===== src/sv/ipd_pkg.sv =====
package ipd_pkg;

  localparam int MAX_PACKET = 2048;
  localparam int POS_W      = $clog2(MAX_PACKET + 1);
  localparam int CMP_W      = ((POS_W > 16) ? POS_W : 16) + 2;
  localparam int SUM_W      = $clog2((MAX_PACKET + 4) * 255 + 1);
  localparam int SUMCMP_W   = (SUM_W > 16) ? SUM_W : 16;

  localparam int CFG_IDX_W  = 2;
  localparam int CFG_DATA_W = 16;
  localparam logic [CFG_IDX_W-1:0] CFG_SYNC_BYTE     = CFG_IDX_W'(0);
  localparam logic [CFG_IDX_W-1:0] CFG_EXPECTED_TYPE = CFG_IDX_W'(1);

  localparam logic [7:0]  SYNC_RESET = 8'hAA;
  localparam logic [15:0] TYPE_RESET = 16'hFF01;
  localparam int          MIN_LENGTH = 5;

  localparam int FLD_FIRST  = 6;
  localparam int FLD_BYTES  = 24;
  localparam int FLD_IDX_W  = $clog2(FLD_BYTES);
  localparam int NAME_FIRST = 30;
  localparam int NAME_BYTES = 8;
  localparam int NAME_CNT_W = $clog2(NAME_BYTES + 1);
  localparam int NAME_IDX_W = $clog2(NAME_BYTES);
  localparam int SUM_FIRST  = 4;

  localparam int QUEUE_DEPTH = 2;
  localparam int QPTR_W      = $clog2(QUEUE_DEPTH);
  localparam int QCNT_W      = $clog2(QUEUE_DEPTH + 1);

  typedef enum logic [2:0] {
    ST_OK,
    ST_TOO_SHORT,
    ST_BAD_HEADER,
    ST_OTHER_TYPE,
    ST_BAD_LENGTH,
    ST_BAD_CHECKSUM
  } status_t;

  typedef enum logic [3:0] {
    BK_SYNC,
    BK_LEN_LO,
    BK_LEN_HI,
    BK_TYPE_LO,
    BK_TYPE_HI,
    BK_FIELD,
    BK_NAME,
    BK_TRAIL,
    BK_OVER
  } beat_kind_t;

  typedef struct packed {
    logic [7:0]       data;
    logic             last;
    beat_kind_t       kind;
    logic [POS_W-1:0] pos;
  } beat_t;

  typedef struct packed {
    logic [2:0]         status;
    logic [15:0]        packet_number;
    logic [31:0]        flag_bits;
    logic [55:0]        time_fields;
    logic [15:0]        speed_hundredths;
    logic signed [31:0] km_post;
    logic [15:0]        serial_number;
    logic signed [7:0]  outside_temp;
    logic [7:0]         heading_status;
    logic [7:0]         carriage_number;
    logic [63:0]        train_number;
  } result_t;

endpackage


===== src/sv/ipd_in_if.sv =====
interface ipd_in_if;
  logic       valid;
  logic       ready;
  logic [7:0] data_byte;
  logic       last_byte;

  modport source (output valid, output data_byte, output last_byte, input ready);
  modport sink (input valid, input data_byte, input last_byte, output ready);
endinterface


===== src/sv/ipd_out_if.sv =====
interface ipd_out_if;
  logic               valid;
  logic               ready;
  logic [2:0]         status;
  logic [15:0]        packet_number;
  logic [31:0]        flag_bits;
  logic [55:0]        time_fields;
  logic [15:0]        speed_hundredths;
  logic signed [31:0] km_post;
  logic [15:0]        serial_number;
  logic signed [7:0]  outside_temp;
  logic [7:0]         heading_status;
  logic [7:0]         carriage_number;
  logic [63:0]        train_number;

  modport source (
    output valid, input ready,
    output status, output packet_number, output flag_bits, output time_fields,
    output speed_hundredths, output km_post, output serial_number,
    output outside_temp, output heading_status, output carriage_number,
    output train_number
  );
  modport sink (
    input valid, output ready,
    input status, input packet_number, input flag_bits, input time_fields,
    input speed_hundredths, input km_post, input serial_number,
    input outside_temp, input heading_status, input carriage_number,
    input train_number
  );
endinterface


===== src/sv/ipd_front.sv =====
module ipd_front (
  input  logic          clk,
  input  logic          rst_n,
  ipd_in_if.sink        in_beat,
  input  logic          q_full,
  output logic          q_push,
  output ipd_pkg::beat_t q_beat
);

  logic [ipd_pkg::POS_W-1:0] pos_r, pos_nxt;
  ipd_pkg::beat_kind_t       kind;

  always_comb begin
    if (pos_r >= ipd_pkg::POS_W'(ipd_pkg::MAX_PACKET)) begin
      kind = ipd_pkg::BK_OVER;
    end else if (pos_r < ipd_pkg::POS_W'(2)) begin
      kind = ipd_pkg::BK_SYNC;
    end else if (pos_r == ipd_pkg::POS_W'(2)) begin
      kind = ipd_pkg::BK_LEN_LO;
    end else if (pos_r == ipd_pkg::POS_W'(3)) begin
      kind = ipd_pkg::BK_LEN_HI;
    end else if (pos_r == ipd_pkg::POS_W'(4)) begin
      kind = ipd_pkg::BK_TYPE_LO;
    end else if (pos_r == ipd_pkg::POS_W'(5)) begin
      kind = ipd_pkg::BK_TYPE_HI;
    end else if (pos_r < ipd_pkg::POS_W'(ipd_pkg::NAME_FIRST)) begin
      kind = ipd_pkg::BK_FIELD;
    end else if (pos_r < ipd_pkg::POS_W'(ipd_pkg::NAME_FIRST + ipd_pkg::NAME_BYTES)) begin
      kind = ipd_pkg::BK_NAME;
    end else begin
      kind = ipd_pkg::BK_TRAIL;
    end
  end

  always_comb begin
    in_beat.ready = !q_full;
    q_push        = in_beat.valid && !q_full;
    q_beat.data   = in_beat.data_byte;
    q_beat.last   = in_beat.last_byte;
    q_beat.kind   = kind;
    q_beat.pos    = pos_r;
    pos_nxt       = pos_r;
    if (q_push) begin
      if (in_beat.last_byte) begin
        pos_nxt = '0;
      end else if (kind != ipd_pkg::BK_OVER) begin
        pos_nxt = pos_r + ipd_pkg::POS_W'(1);
      end
    end
  end

  always_ff @(posedge clk) begin
    if (!rst_n) begin
      pos_r <= '0;
    end else begin
      pos_r <= pos_nxt;
    end
  end

endmodule


===== src/sv/ipd_queue.sv =====
module ipd_queue (
  input  logic           clk,
  input  logic           rst_n,
  input  logic           push,
  input  ipd_pkg::beat_t push_beat,
  output logic           full,
  input  logic           pop,
  output logic           head_valid,
  output ipd_pkg::beat_t head_beat
);

  ipd_pkg::beat_t             entries_r [ipd_pkg::QUEUE_DEPTH];
  logic [ipd_pkg::QPTR_W-1:0] wr_ptr_r, wr_ptr_nxt, rd_ptr_r, rd_ptr_nxt;
  logic [ipd_pkg::QCNT_W-1:0] cnt_r, cnt_nxt;

  always_comb begin
    full       = cnt_r == ipd_pkg::QCNT_W'(ipd_pkg::QUEUE_DEPTH);
    head_valid = cnt_r != '0;
    head_beat  = entries_r[rd_ptr_r];
    wr_ptr_nxt = wr_ptr_r;
    rd_ptr_nxt = rd_ptr_r;
    cnt_nxt    = cnt_r;
    if (push) begin
      wr_ptr_nxt = (wr_ptr_r == ipd_pkg::QPTR_W'(ipd_pkg::QUEUE_DEPTH - 1)) ?
                   '0 : wr_ptr_r + ipd_pkg::QPTR_W'(1);
    end
    if (pop) begin
      rd_ptr_nxt = (rd_ptr_r == ipd_pkg::QPTR_W'(ipd_pkg::QUEUE_DEPTH - 1)) ?
                   '0 : rd_ptr_r + ipd_pkg::QPTR_W'(1);
    end
    if (push && !pop) begin
      cnt_nxt = cnt_r + ipd_pkg::QCNT_W'(1);
    end else if (pop && !push) begin
      cnt_nxt = cnt_r - ipd_pkg::QCNT_W'(1);
    end
  end

  always_ff @(posedge clk) begin
    if (!rst_n) begin
      wr_ptr_r <= '0;
      rd_ptr_r <= '0;
      cnt_r    <= '0;
    end else begin
      wr_ptr_r <= wr_ptr_nxt;
      rd_ptr_r <= rd_ptr_nxt;
      cnt_r    <= cnt_nxt;
    end
  end

  always_ff @(posedge clk) begin
    if (push) begin
      entries_r[wr_ptr_r] <= push_beat;
    end
  end

endmodule


===== src/sv/ipd_back.sv =====
module ipd_back (
  input  logic                           clk,
  input  logic                           rst_n,
  input  logic                           cfg_we,
  input  logic [ipd_pkg::CFG_IDX_W-1:0]  cfg_index,
  input  logic [ipd_pkg::CFG_DATA_W-1:0] cfg_data,
  input  logic                           beat_valid,
  input  ipd_pkg::beat_t                 beat,
  output logic                           beat_take,
  ipd_out_if.source                      out_beat
);

  logic [7:0]  sync_r, sync_nxt;
  logic [15:0] exp_type_r, exp_type_nxt;

  logic                                          hm_r, hm_nxt;
  logic [15:0]                                   head_r, head_nxt;
  logic [15:0]                                   len_r, len_nxt;
  logic [15:0]                                   type_r, type_nxt;
  logic [ipd_pkg::SUM_W-1:0]                     sum_r, sum_nxt;
  logic [15:0]                                   chk_r, chk_nxt;
  logic [ipd_pkg::FLD_BYTES-1:0][7:0]            fld_r, fld_nxt;
  logic [ipd_pkg::NAME_BYTES-1:0][7:0]           name_r, name_nxt;
  logic [ipd_pkg::NAME_CNT_W-1:0]                ncnt_r, ncnt_nxt;

  logic             out_valid_r, out_valid_nxt;
  ipd_pkg::result_t res_r, res_nxt;

  // values after this beat, before the end-of-packet clear
  logic                                u_hm;
  logic [15:0]                         u_head, u_len, u_type, u_chk;
  logic [ipd_pkg::SUM_W-1:0]           u_sum;
  logic [ipd_pkg::FLD_BYTES-1:0][7:0]  u_fld;
  logic [ipd_pkg::NAME_BYTES-1:0][7:0] u_name;
  logic [ipd_pkg::NAME_CNT_W-1:0]      u_ncnt;

  logic [ipd_pkg::CMP_W-1:0]      pos_w, len_w;
  logic [ipd_pkg::POS_W-1:0]      fld_off, rx_cnt;
  logic                           in_body;
  logic [3:0][7:0]                hb;
  logic [9:0]                     hsum;
  logic [ipd_pkg::SUMCMP_W-1:0]   total;
  logic [15:0]                    chk_fin, len_m1, len_m2;
  ipd_pkg::status_t               st;

  always_comb begin
    sync_nxt     = sync_r;
    exp_type_nxt = exp_type_r;
    if (cfg_we) begin
      case (cfg_index)
        ipd_pkg::CFG_SYNC_BYTE:     sync_nxt = cfg_data[7:0];
        ipd_pkg::CFG_EXPECTED_TYPE: exp_type_nxt = cfg_data[15:0];
        default: ;
      endcase
    end
  end

  always_comb begin
    beat_take = beat_valid && (!beat.last || !out_valid_r || out_beat.ready);

    u_hm   = hm_r;
    u_head = head_r;
    u_len  = len_r;
    u_type = type_r;
    u_sum  = sum_r;
    u_chk  = chk_r;
    u_fld  = fld_r;
    u_name = name_r;
    u_ncnt = ncnt_r;

    pos_w   = ipd_pkg::CMP_W'(beat.pos);
    len_w   = ipd_pkg::CMP_W'(len_r);
    fld_off = beat.pos - ipd_pkg::POS_W'(ipd_pkg::FLD_FIRST);
    in_body = (beat.kind == ipd_pkg::BK_TYPE_LO) || (beat.kind == ipd_pkg::BK_TYPE_HI) ||
              (beat.kind == ipd_pkg::BK_FIELD) || (beat.kind == ipd_pkg::BK_NAME) ||
              (beat.kind == ipd_pkg::BK_TRAIL);

    case (beat.kind)
      ipd_pkg::BK_SYNC: begin
        if (beat.data != sync_r) begin
          u_hm = 1'b0;
        end
        if (beat.pos[0]) begin
          u_head[15:8] = beat.data;
        end else begin
          u_head[7:0] = beat.data;
        end
      end
      ipd_pkg::BK_LEN_LO:  u_len = {8'h00, beat.data};
      ipd_pkg::BK_LEN_HI:  u_len[15:8] = beat.data;
      ipd_pkg::BK_TYPE_LO: u_type = {8'h00, beat.data};
      ipd_pkg::BK_TYPE_HI: u_type[15:8] = beat.data;
      ipd_pkg::BK_FIELD:   u_fld[fld_off[ipd_pkg::FLD_IDX_W-1:0]] = beat.data;
      ipd_pkg::BK_NAME: begin
        if (beat.data != 8'h00) begin
          u_name[ncnt_r[ipd_pkg::NAME_IDX_W-1:0]] = beat.data;
          u_ncnt = ncnt_r + ipd_pkg::NAME_CNT_W'(1);
        end
      end
      default: ;
    endcase

    // running sum and checksum capture over the body bytes
    if (in_body) begin
      if (pos_w + ipd_pkg::CMP_W'(3) <= len_w) begin
        u_sum = sum_r + ipd_pkg::SUM_W'(beat.data);
      end
      if (pos_w + ipd_pkg::CMP_W'(2) == len_w) begin
        u_chk[7:0] = beat.data;
      end
      if (pos_w + ipd_pkg::CMP_W'(1) == len_w) begin
        u_chk[15:8] = beat.data;
      end
    end

    // end-of-packet checks
    rx_cnt = (beat.kind == ipd_pkg::BK_OVER) ? beat.pos : beat.pos + ipd_pkg::POS_W'(1);
    hb     = {u_len, u_head};
    hsum   = '0;
    for (int k = 0; k < 4; k++) begin
      if (u_len >= 16'(k + 3)) begin
        hsum = hsum + 10'(hb[k]);
      end
    end
    total   = ipd_pkg::SUMCMP_W'(u_sum) + ipd_pkg::SUMCMP_W'(hsum);
    len_m1  = u_len - 16'd1;
    len_m2  = u_len - 16'd2;
    chk_fin = u_chk;
    // short declared length: checksum bytes overlap the header
    if (u_len >= 16'd2 && u_len <= 16'd5) begin
      chk_fin[7:0] = hb[len_m2[1:0]];
    end
    if (u_len >= 16'd2 && u_len <= 16'd4) begin
      chk_fin[15:8] = hb[len_m1[1:0]];
    end

    if (rx_cnt < ipd_pkg::POS_W'(ipd_pkg::MIN_LENGTH)) begin
      st = ipd_pkg::ST_TOO_SHORT;
    end else if (!u_hm) begin
      st = ipd_pkg::ST_BAD_HEADER;
    end else if (u_type != exp_type_r) begin
      st = ipd_pkg::ST_OTHER_TYPE;
    end else if (u_len < 16'd2 ||
                 ipd_pkg::CMP_W'(u_len) > ipd_pkg::CMP_W'(rx_cnt)) begin
      st = ipd_pkg::ST_BAD_LENGTH;
    end else if (total != ipd_pkg::SUMCMP_W'(chk_fin)) begin
      st = ipd_pkg::ST_BAD_CHECKSUM;
    end else begin
      st = ipd_pkg::ST_OK;
    end

    res_nxt.status = st;
    if (st == ipd_pkg::ST_OK) begin
      res_nxt.packet_number    = {u_fld[1], u_fld[0]};
      res_nxt.flag_bits        = {u_fld[5], u_fld[4], u_fld[3], u_fld[2]};
      res_nxt.time_fields      = {u_fld[12], u_fld[11], u_fld[10], u_fld[9],
                                  u_fld[8], u_fld[7], u_fld[6]};
      res_nxt.speed_hundredths = {u_fld[14], u_fld[13]};
      res_nxt.km_post          = {u_fld[18], u_fld[17], u_fld[16], u_fld[15]};
      res_nxt.serial_number    = {u_fld[20], u_fld[19]};
      res_nxt.outside_temp     = u_fld[21];
      res_nxt.heading_status   = u_fld[22];
      res_nxt.carriage_number  = u_fld[23];
      res_nxt.train_number     = u_name;
    end else begin
      res_nxt.packet_number    = '0;
      res_nxt.flag_bits        = '0;
      res_nxt.time_fields      = '0;
      res_nxt.speed_hundredths = '0;
      res_nxt.km_post          = '0;
      res_nxt.serial_number    = '0;
      res_nxt.outside_temp     = '0;
      res_nxt.heading_status   = '0;
      res_nxt.carriage_number  = '0;
      res_nxt.train_number     = '0;
    end

    out_valid_nxt = out_valid_r && !out_beat.ready;
    hm_nxt   = hm_r;
    head_nxt = head_r;
    len_nxt  = len_r;
    type_nxt = type_r;
    sum_nxt  = sum_r;
    chk_nxt  = chk_r;
    fld_nxt  = fld_r;
    name_nxt = name_r;
    ncnt_nxt = ncnt_r;
    if (beat_take) begin
      if (beat.last) begin
        out_valid_nxt = 1'b1;
        hm_nxt   = 1'b1;
        head_nxt = '0;
        len_nxt  = '0;
        type_nxt = '0;
        sum_nxt  = '0;
        chk_nxt  = '0;
        fld_nxt  = '0;
        name_nxt = '0;
        ncnt_nxt = '0;
      end else begin
        hm_nxt   = u_hm;
        head_nxt = u_head;
        len_nxt  = u_len;
        type_nxt = u_type;
        sum_nxt  = u_sum;
        chk_nxt  = u_chk;
        fld_nxt  = u_fld;
        name_nxt = u_name;
        ncnt_nxt = u_ncnt;
      end
    end
  end

  always_ff @(posedge clk) begin
    if (!rst_n) begin
      sync_r      <= ipd_pkg::SYNC_RESET;
      exp_type_r  <= ipd_pkg::TYPE_RESET;
      hm_r        <= 1'b1;
      head_r      <= '0;
      len_r       <= '0;
      type_r      <= '0;
      sum_r       <= '0;
      chk_r       <= '0;
      fld_r       <= '0;
      name_r      <= '0;
      ncnt_r      <= '0;
      out_valid_r <= 1'b0;
    end else begin
      sync_r      <= sync_nxt;
      exp_type_r  <= exp_type_nxt;
      hm_r        <= hm_nxt;
      head_r      <= head_nxt;
      len_r       <= len_nxt;
      type_r      <= type_nxt;
      sum_r       <= sum_nxt;
      chk_r       <= chk_nxt;
      fld_r       <= fld_nxt;
      name_r      <= name_nxt;
      ncnt_r      <= ncnt_nxt;
      out_valid_r <= out_valid_nxt;
    end
  end

  always_ff @(posedge clk) begin
    if (beat_take && beat.last) begin
      res_r <= res_nxt;
    end
  end

  assign out_beat.valid            = out_valid_r;
  assign out_beat.status           = res_r.status;
  assign out_beat.packet_number    = res_r.packet_number;
  assign out_beat.flag_bits        = res_r.flag_bits;
  assign out_beat.time_fields      = res_r.time_fields;
  assign out_beat.speed_hundredths = res_r.speed_hundredths;
  assign out_beat.km_post          = res_r.km_post;
  assign out_beat.serial_number    = res_r.serial_number;
  assign out_beat.outside_temp     = res_r.outside_temp;
  assign out_beat.heading_status   = res_r.heading_status;
  assign out_beat.carriage_number  = res_r.carriage_number;
  assign out_beat.train_number     = res_r.train_number;

endmodule


===== src/sv/info_packet_deframer.sv =====
// channel   dir  handshake     payload
// in_beat   in   valid/ready   data_byte[7:0], last_byte
// out_beat  out  valid/ready   status[2:0] and the decoded packet fields
// cfg_*     in   cfg_we        cfg_index (0 sync byte, 1 expected type), cfg_data[15:0]
//
// one byte per cycle sustained unless a stalled result backs up the queue; the byte
// path is position counter, two-entry queue, then the field/sum update in the back end.
// a packet's last byte passes the queue, then its result is registered in the back end.
// a stalled result holds the back end only when the next last byte arrives;
// the queue then fills and in_beat.ready drops.
// rst_n is synchronous; reset restores both config registers to their defaults.
module info_packet_deframer (
  input  logic                           clk,
  input  logic                           rst_n,
  ipd_in_if.sink                         in_beat,
  ipd_out_if.source                      out_beat,
  input  logic                           cfg_we,
  input  logic [ipd_pkg::CFG_IDX_W-1:0]  cfg_index,
  input  logic [ipd_pkg::CFG_DATA_W-1:0] cfg_data
);

  logic           q_full, q_push, q_pop, q_head_valid;
  ipd_pkg::beat_t q_in_beat, q_head_beat;

  ipd_front u_front (
    .clk     (clk),
    .rst_n   (rst_n),
    .in_beat (in_beat),
    .q_full  (q_full),
    .q_push  (q_push),
    .q_beat  (q_in_beat)
  );

  ipd_queue u_queue (
    .clk        (clk),
    .rst_n      (rst_n),
    .push       (q_push),
    .push_beat  (q_in_beat),
    .full       (q_full),
    .pop        (q_pop),
    .head_valid (q_head_valid),
    .head_beat  (q_head_beat)
  );

  ipd_back u_back (
    .clk        (clk),
    .rst_n      (rst_n),
    .cfg_we     (cfg_we),
    .cfg_index  (cfg_index),
    .cfg_data   (cfg_data),
    .beat_valid (q_head_valid),
    .beat       (q_head_beat),
    .beat_take  (q_pop),
    .out_beat   (out_beat)
  );

`ifndef SYNTHESIS
  a_status_range: assert property (@(posedge clk) disable iff (!rst_n)
    out_beat.valid |-> out_beat.status <= 3'(ipd_pkg::ST_BAD_CHECKSUM))
    else $error("result status out of range");

  a_fail_zero: assert property (@(posedge clk) disable iff (!rst_n)
    (out_beat.valid && out_beat.status != 3'(ipd_pkg::ST_OK)) |->
      (out_beat.packet_number == '0 && out_beat.flag_bits == '0 &&
       out_beat.km_post == '0 && out_beat.train_number == '0))
    else $error("failed packet carries nonzero fields");

  a_ready_no_push: assert property (@(posedge clk) disable iff (!rst_n)
    (in_beat.valid && !in_beat.ready) |-> q_full && !q_push)
    else $error("byte pushed while queue full");
`endif

endmodule


===== src/flat_wrapper.sv =====
// flat-port wrapper written by rule: the top's interface ports become plain ports
module info_packet_deframer_flat 
  (clk, rst_n, cfg_we, cfg_index, cfg_data, in_beat_valid, in_beat_data_byte, in_beat_last_byte, in_beat_ready, out_beat_valid, out_beat_ready, out_beat_status, out_beat_packet_number, out_beat_flag_bits, out_beat_time_fields, out_beat_speed_hundredths, out_beat_km_post, out_beat_serial_number, out_beat_outside_temp, out_beat_heading_status, out_beat_carriage_number, out_beat_train_number);
  ipd_in_if in_beat_i ();
  ipd_out_if out_beat_i ();
  input  logic clk;
  input  logic rst_n;
  input  logic cfg_we;
  input  logic [ipd_pkg::CFG_IDX_W-1:0] cfg_index;
  input  logic [ipd_pkg::CFG_DATA_W-1:0] cfg_data;
  input wire logic [$bits(in_beat_i.valid)-1:0] in_beat_valid;
  input wire logic [$bits(in_beat_i.data_byte)-1:0] in_beat_data_byte;
  input wire logic [$bits(in_beat_i.last_byte)-1:0] in_beat_last_byte;
  output wire logic [$bits(in_beat_i.ready)-1:0] in_beat_ready;
  output wire logic [$bits(out_beat_i.valid)-1:0] out_beat_valid;
  input wire logic [$bits(out_beat_i.ready)-1:0] out_beat_ready;
  output wire logic [$bits(out_beat_i.status)-1:0] out_beat_status;
  output wire logic [$bits(out_beat_i.packet_number)-1:0] out_beat_packet_number;
  output wire logic [$bits(out_beat_i.flag_bits)-1:0] out_beat_flag_bits;
  output wire logic [$bits(out_beat_i.time_fields)-1:0] out_beat_time_fields;
  output wire logic [$bits(out_beat_i.speed_hundredths)-1:0] out_beat_speed_hundredths;
  output wire logic [$bits(out_beat_i.km_post)-1:0] out_beat_km_post;
  output wire logic [$bits(out_beat_i.serial_number)-1:0] out_beat_serial_number;
  output wire logic [$bits(out_beat_i.outside_temp)-1:0] out_beat_outside_temp;
  output wire logic [$bits(out_beat_i.heading_status)-1:0] out_beat_heading_status;
  output wire logic [$bits(out_beat_i.carriage_number)-1:0] out_beat_carriage_number;
  output wire logic [$bits(out_beat_i.train_number)-1:0] out_beat_train_number;
  assign in_beat_i.valid = in_beat_valid;
  assign in_beat_i.data_byte = in_beat_data_byte;
  assign in_beat_i.last_byte = in_beat_last_byte;
  assign in_beat_ready = in_beat_i.ready;
  assign out_beat_valid = out_beat_i.valid;
  assign out_beat_i.ready = out_beat_ready;
  assign out_beat_status = out_beat_i.status;
  assign out_beat_packet_number = out_beat_i.packet_number;
  assign out_beat_flag_bits = out_beat_i.flag_bits;
  assign out_beat_time_fields = out_beat_i.time_fields;
  assign out_beat_speed_hundredths = out_beat_i.speed_hundredths;
  assign out_beat_km_post = out_beat_i.km_post;
  assign out_beat_serial_number = out_beat_i.serial_number;
  assign out_beat_outside_temp = out_beat_i.outside_temp;
  assign out_beat_heading_status = out_beat_i.heading_status;
  assign out_beat_carriage_number = out_beat_i.carriage_number;
  assign out_beat_train_number = out_beat_i.train_number;
  info_packet_deframer u_core (.clk(clk), .rst_n(rst_n), .in_beat(in_beat_i), .out_beat(out_beat_i), .cfg_we(cfg_we), .cfg_index(cfg_index), .cfg_data(cfg_data));
endmodule

===== config.mk =====
export PLATFORM = sky130hd
export DESIGN_NAME = info_packet_deframer_flat
export DESIGN_NICKNAME = d
export VERILOG_FILES = /design/src/sv/ipd_pkg.sv /design/src/sv/ipd_in_if.sv /design/src/sv/ipd_out_if.sv /design/src/sv/ipd_front.sv /design/src/sv/ipd_queue.sv /design/src/sv/ipd_back.sv /design/src/sv/info_packet_deframer.sv /design/src/flat_wrapper.sv
export SDC_FILE = /design/constraint.sdc
export NUM_CORES = 2
export LEC_CHECK = 0
export BUFFER_PORTS_ARGS = -buffer_cell sky130_fd_sc_hd__buf_4
export CAP_MARGIN = 10
export CELL_PAD_IN_SITES_DETAIL_PLACEMENT = 1
export CELL_PAD_IN_SITES_GLOBAL_PLACEMENT = 2
export CORE_AREA = 2 2 303 305
export DETAILED_ROUTE_END_ITERATION = 12
export DIE_AREA = 0 0 305 307
export PLACE_DENSITY = 0.89
export SLEW_MARGIN = 20
export SYNTH_ARGS = -nofsm -noshare
export SYNTH_HDL_FRONTEND = slang
export SYNTH_SLANG_ARGS = --single-unit

===== constraint.sdc =====
create_clock -name clk -period 20.2 [get_ports clk]
set_clock_uncertainty 0.05 [all_clocks]
set_input_delay 5.05 -clock clk [delete_from_list [all_inputs] [get_ports clk]]
set_output_delay 5.05 -clock clk [all_outputs]
set_load 0.01 [all_outputs]

==> out/metrics.yaml <==
postCtsResizedCells: 0
num_antenna_cells: 0
dp_hpwl_um: 80600
drive_gt1_frac: 0.224
coreArea_sq_mm: 0.0907
cts-buffers-inserted: 80
rsz0062_at_grt: "no"
dp.cells: 4749
fp-row-count: 111
reg2reg_depth: 41
clk_path_buf_depth: 3
ys_warn_count: 0
critPathSlowestCell: "buf_4"
critPathTopFamily: "compound AO/OA/AOI/OAI gates"
async_flop_share: 0
worstPathMaxFanout: 135
synth_common_cells: "dfxtp_1, nor2_1, nor2b_1, a22oi_1, edfxtp_1"
comb_power_share: 0.352
area_delta_synth_final_pct: 16.7
synth_edf_count: 309
p_sw_frac: 0.394
via_count: 28533
endpoint: "u_core.u_back.out_beat.flag_bits[2]"
io_pins: 293
fin_hold_ws_ns: 0.432
worst_path_largest_cell_delay_ns: 0.83
portBuffers: 292
drc: 0
drt_iter0_drc: 2016
fin_crit_sh: 0.601
status: "finished, final reports clean"
htree_levels: 3
p_int_mw: 3.06
cts_root_buffer: "clkbuf_16"
cp_num_buf_inv: 5
hold_buffers: 0
synth.top_cell.area_share: 0.259
synth_ff_type: "dfxtp_1"
setup_viol: 0
clk_pin_slew_worst_paths_ns: 0.06
period_minus_slack_ns: 12.14
critPathArrivalTime_ns: 12.45
path_class: "reg2reg"
fin_util: 0.460
grt_pass1_vias: 29188
finalSetupTns_ns: 0
synth_top_cell_by_area: "edfxtp_1"
worstPathRequired_ns: 20.51
yosys-top-cells-area: "edfxtp_1, dfxtp_1, a211oi_2"
yosysMostFrequentCell: "dfxtp_1"
clock_latency_ns: 0.66
gp_routability_congestion: 0.927
drt_wl_total_um: 125000
seq_power_share: 0.358
r2r_end: "u_core.u_back.out_beat.flag_bits[2]"
fin_nets: 3764
syn_area_sq_mm: 0.0358
via_per_inst: 5.82
ys_ff_latch: 694
critPathLaunchType: "register"
ys_types: 88
cp-end-kind: "register"
cts_tree: "yes"
power_frac_clock: 0.290
initial_core_util: 0.394
p_switching_mw: 1.99
grt_antenna_before_repair: 2
firstDrtPassIters: 7
grt_max_degree: 147
die-area_sq_mm: 0.0936
seq_area_frac_synth: 0.475
syn_nets: 3579
path_depth: 41
die_w_um: 305
hold_viol_final: 0
fin_ws_ns: 8.06
die_h_um: 307
max_freq_ghz: 0.0824
worst_pin_slew_ns: 1.16
overflow: 0
wl_per_cell_um: 25.4
synthesis.instances: 3460
leakagePower_nw: 13.6
grt_first_pass_wirelength_um: 187000
power.density_mw_per_mm2: 121
cts_setup_buffers: 0
post-place-ws_ns: 8.19
min_path_type: "reg2reg"
fin_cells: 4899
max_slew_margin: 0.224
track_usage: 0.260
antenna_left: 0
maxCapViolations: 0
r2r_slack_ns: 8.06
maxSlewViolCount: 0
ir_drop_uv: 101
avgSynthCellArea_sq_um: 10.3
clkSinkCount: 694
==> worst min-delay path, stage by stage (launching register included) <==
cell      delay, ns
dfxtp_1        0.32
nand2_1        0.05
a21boi_0       0.06
==> cells by family after synthesis <==
logic type	Yosys count	share of synthesized area
and+or+nand+nor	1141	0.161
AOI/OAI and AO/OA	978	0.227
DFF	694	0.475
buffers and inverters	328	0.0427
xor gates and xnor gates	152	0.0372
adders and majority gates	88	0.0318
muxes	79	0.0254
==> how the worst min path moves through the flow <==
stage	endpoint	depth (start not counted)	start	slack [ns]
after CTS	u_core.u_back.exp_type_r[0]	2	u_core.u_back.exp_type_r[0]	0.44
final	u_core.u_back.exp_type_r[7]	2	u_core.u_back.exp_type_r[7]	0.43
after global placement	u_core.u_back.hm_r	2	u_core.u_back.hm_r	0.41
after global routing	u_core.u_back.exp_type_r[7]	2	u_core.u_back.exp_type_r[7]	0.45
after detailed placement	u_core.u_back.hm_r	2	u_core.u_back.hm_r	0.42
after floorplan	u_core.u_queue.entries_r[0][11]	0	u_core.u_front.pos_r[11]	0.37
==> per-layer routing <==
metal,share of wire,wire [um],up-vias,global-route usage
met4,0.039,4890,0,0.105
li1,-,-,13034,-
met2,0.49,60400,781,0.442
met5,0,0,-,0
met3,0.045,5570,213,0.0318
met1,0.43,53600,14505,0.335
==> cell type report <==
cell class / instances / area (sq um)
Clock buffer: 111 / 2210
Clock inverter: 39 / 419
Fill cell: 9898 / 48900
Inverter: 67 / 251
Multi-Input combinational cell: 2438 / 17600
Sequential cell: 694 / 17000
Tap cell: 1186 / 1480
Timing Repair Buffer: 364 / 2760
==> registers in the layout, indices dropped and copies added (netlist names), 19 cells and up, named ones only <==
| register | count |
|---|---|
| u_core.u_queue.entries_r | 50 |
| u_core.u_back.sum_r | 19 |
| u_core.u_back.out_beat.train_number | 64 |
| u_core.u_back.out_beat.km_post | 32 |
| u_core.u_back.out_beat.time_fields | 56 |
| u_core.u_back.out_beat.flag_bits | 32 |
| u_core.u_back.fld_r | 192 |
| u_core.u_back.name_r | 64 |
==> cells in the final DEF (no fill, tap or decap), types with 15 or more instances in the layout <==
master and n:
a211oi_1 31, a211oi_2 241, a21o_1 17, a21oi_1 83
a22oi_1 334, and2_1 26, buf_4 361, clkbuf_1 21
clkbuf_16 80, clkinv_2 18, dfxtp_1 384, edfxtp_1 309
ha_1 82, inv_1 63, mux2_2 17, mux2i_1 44
nand2_1 171, nand3_1 58, nand3b_1 16, nand4_1 22
nor2_1 340, nor2_4 26, nor2b_1 347, nor3_1 33
o21a_1 15, o21ai_0 91, o21ai_1 40, xnor2_1 94
xor2_1 58
==> stage by stage <==
| step | instance area, sq um | total power [mW] |
|---|---|---|
| 2_1_floorplan | 35800 | 2.82 |
| 3_3_place_gp | 39000 | 3.56 |
| 3_5_place_dp | 39000 | 3.58 |
| 4_1_cts | 41700 | 5.06 |
| 5_1_grt | 41700 | 5.25 |
| 6_report | 41700 | 5.05 |
==> power groups by stage <==
stage / sequential [mW] / combinational [mW] / clock, mW
finish: 1.81 / 1.78 / 1.46
global route: 1.82 / 1.88 / 1.55
CTS: 1.81 / 1.76 / 1.49
detailed placement: 1.83 / 1.75 / 0
global placement: 1.83 / 1.73 / 0
floorplan: 1.91 / 0.917 / 0
(Power assumes the default switching activity.)
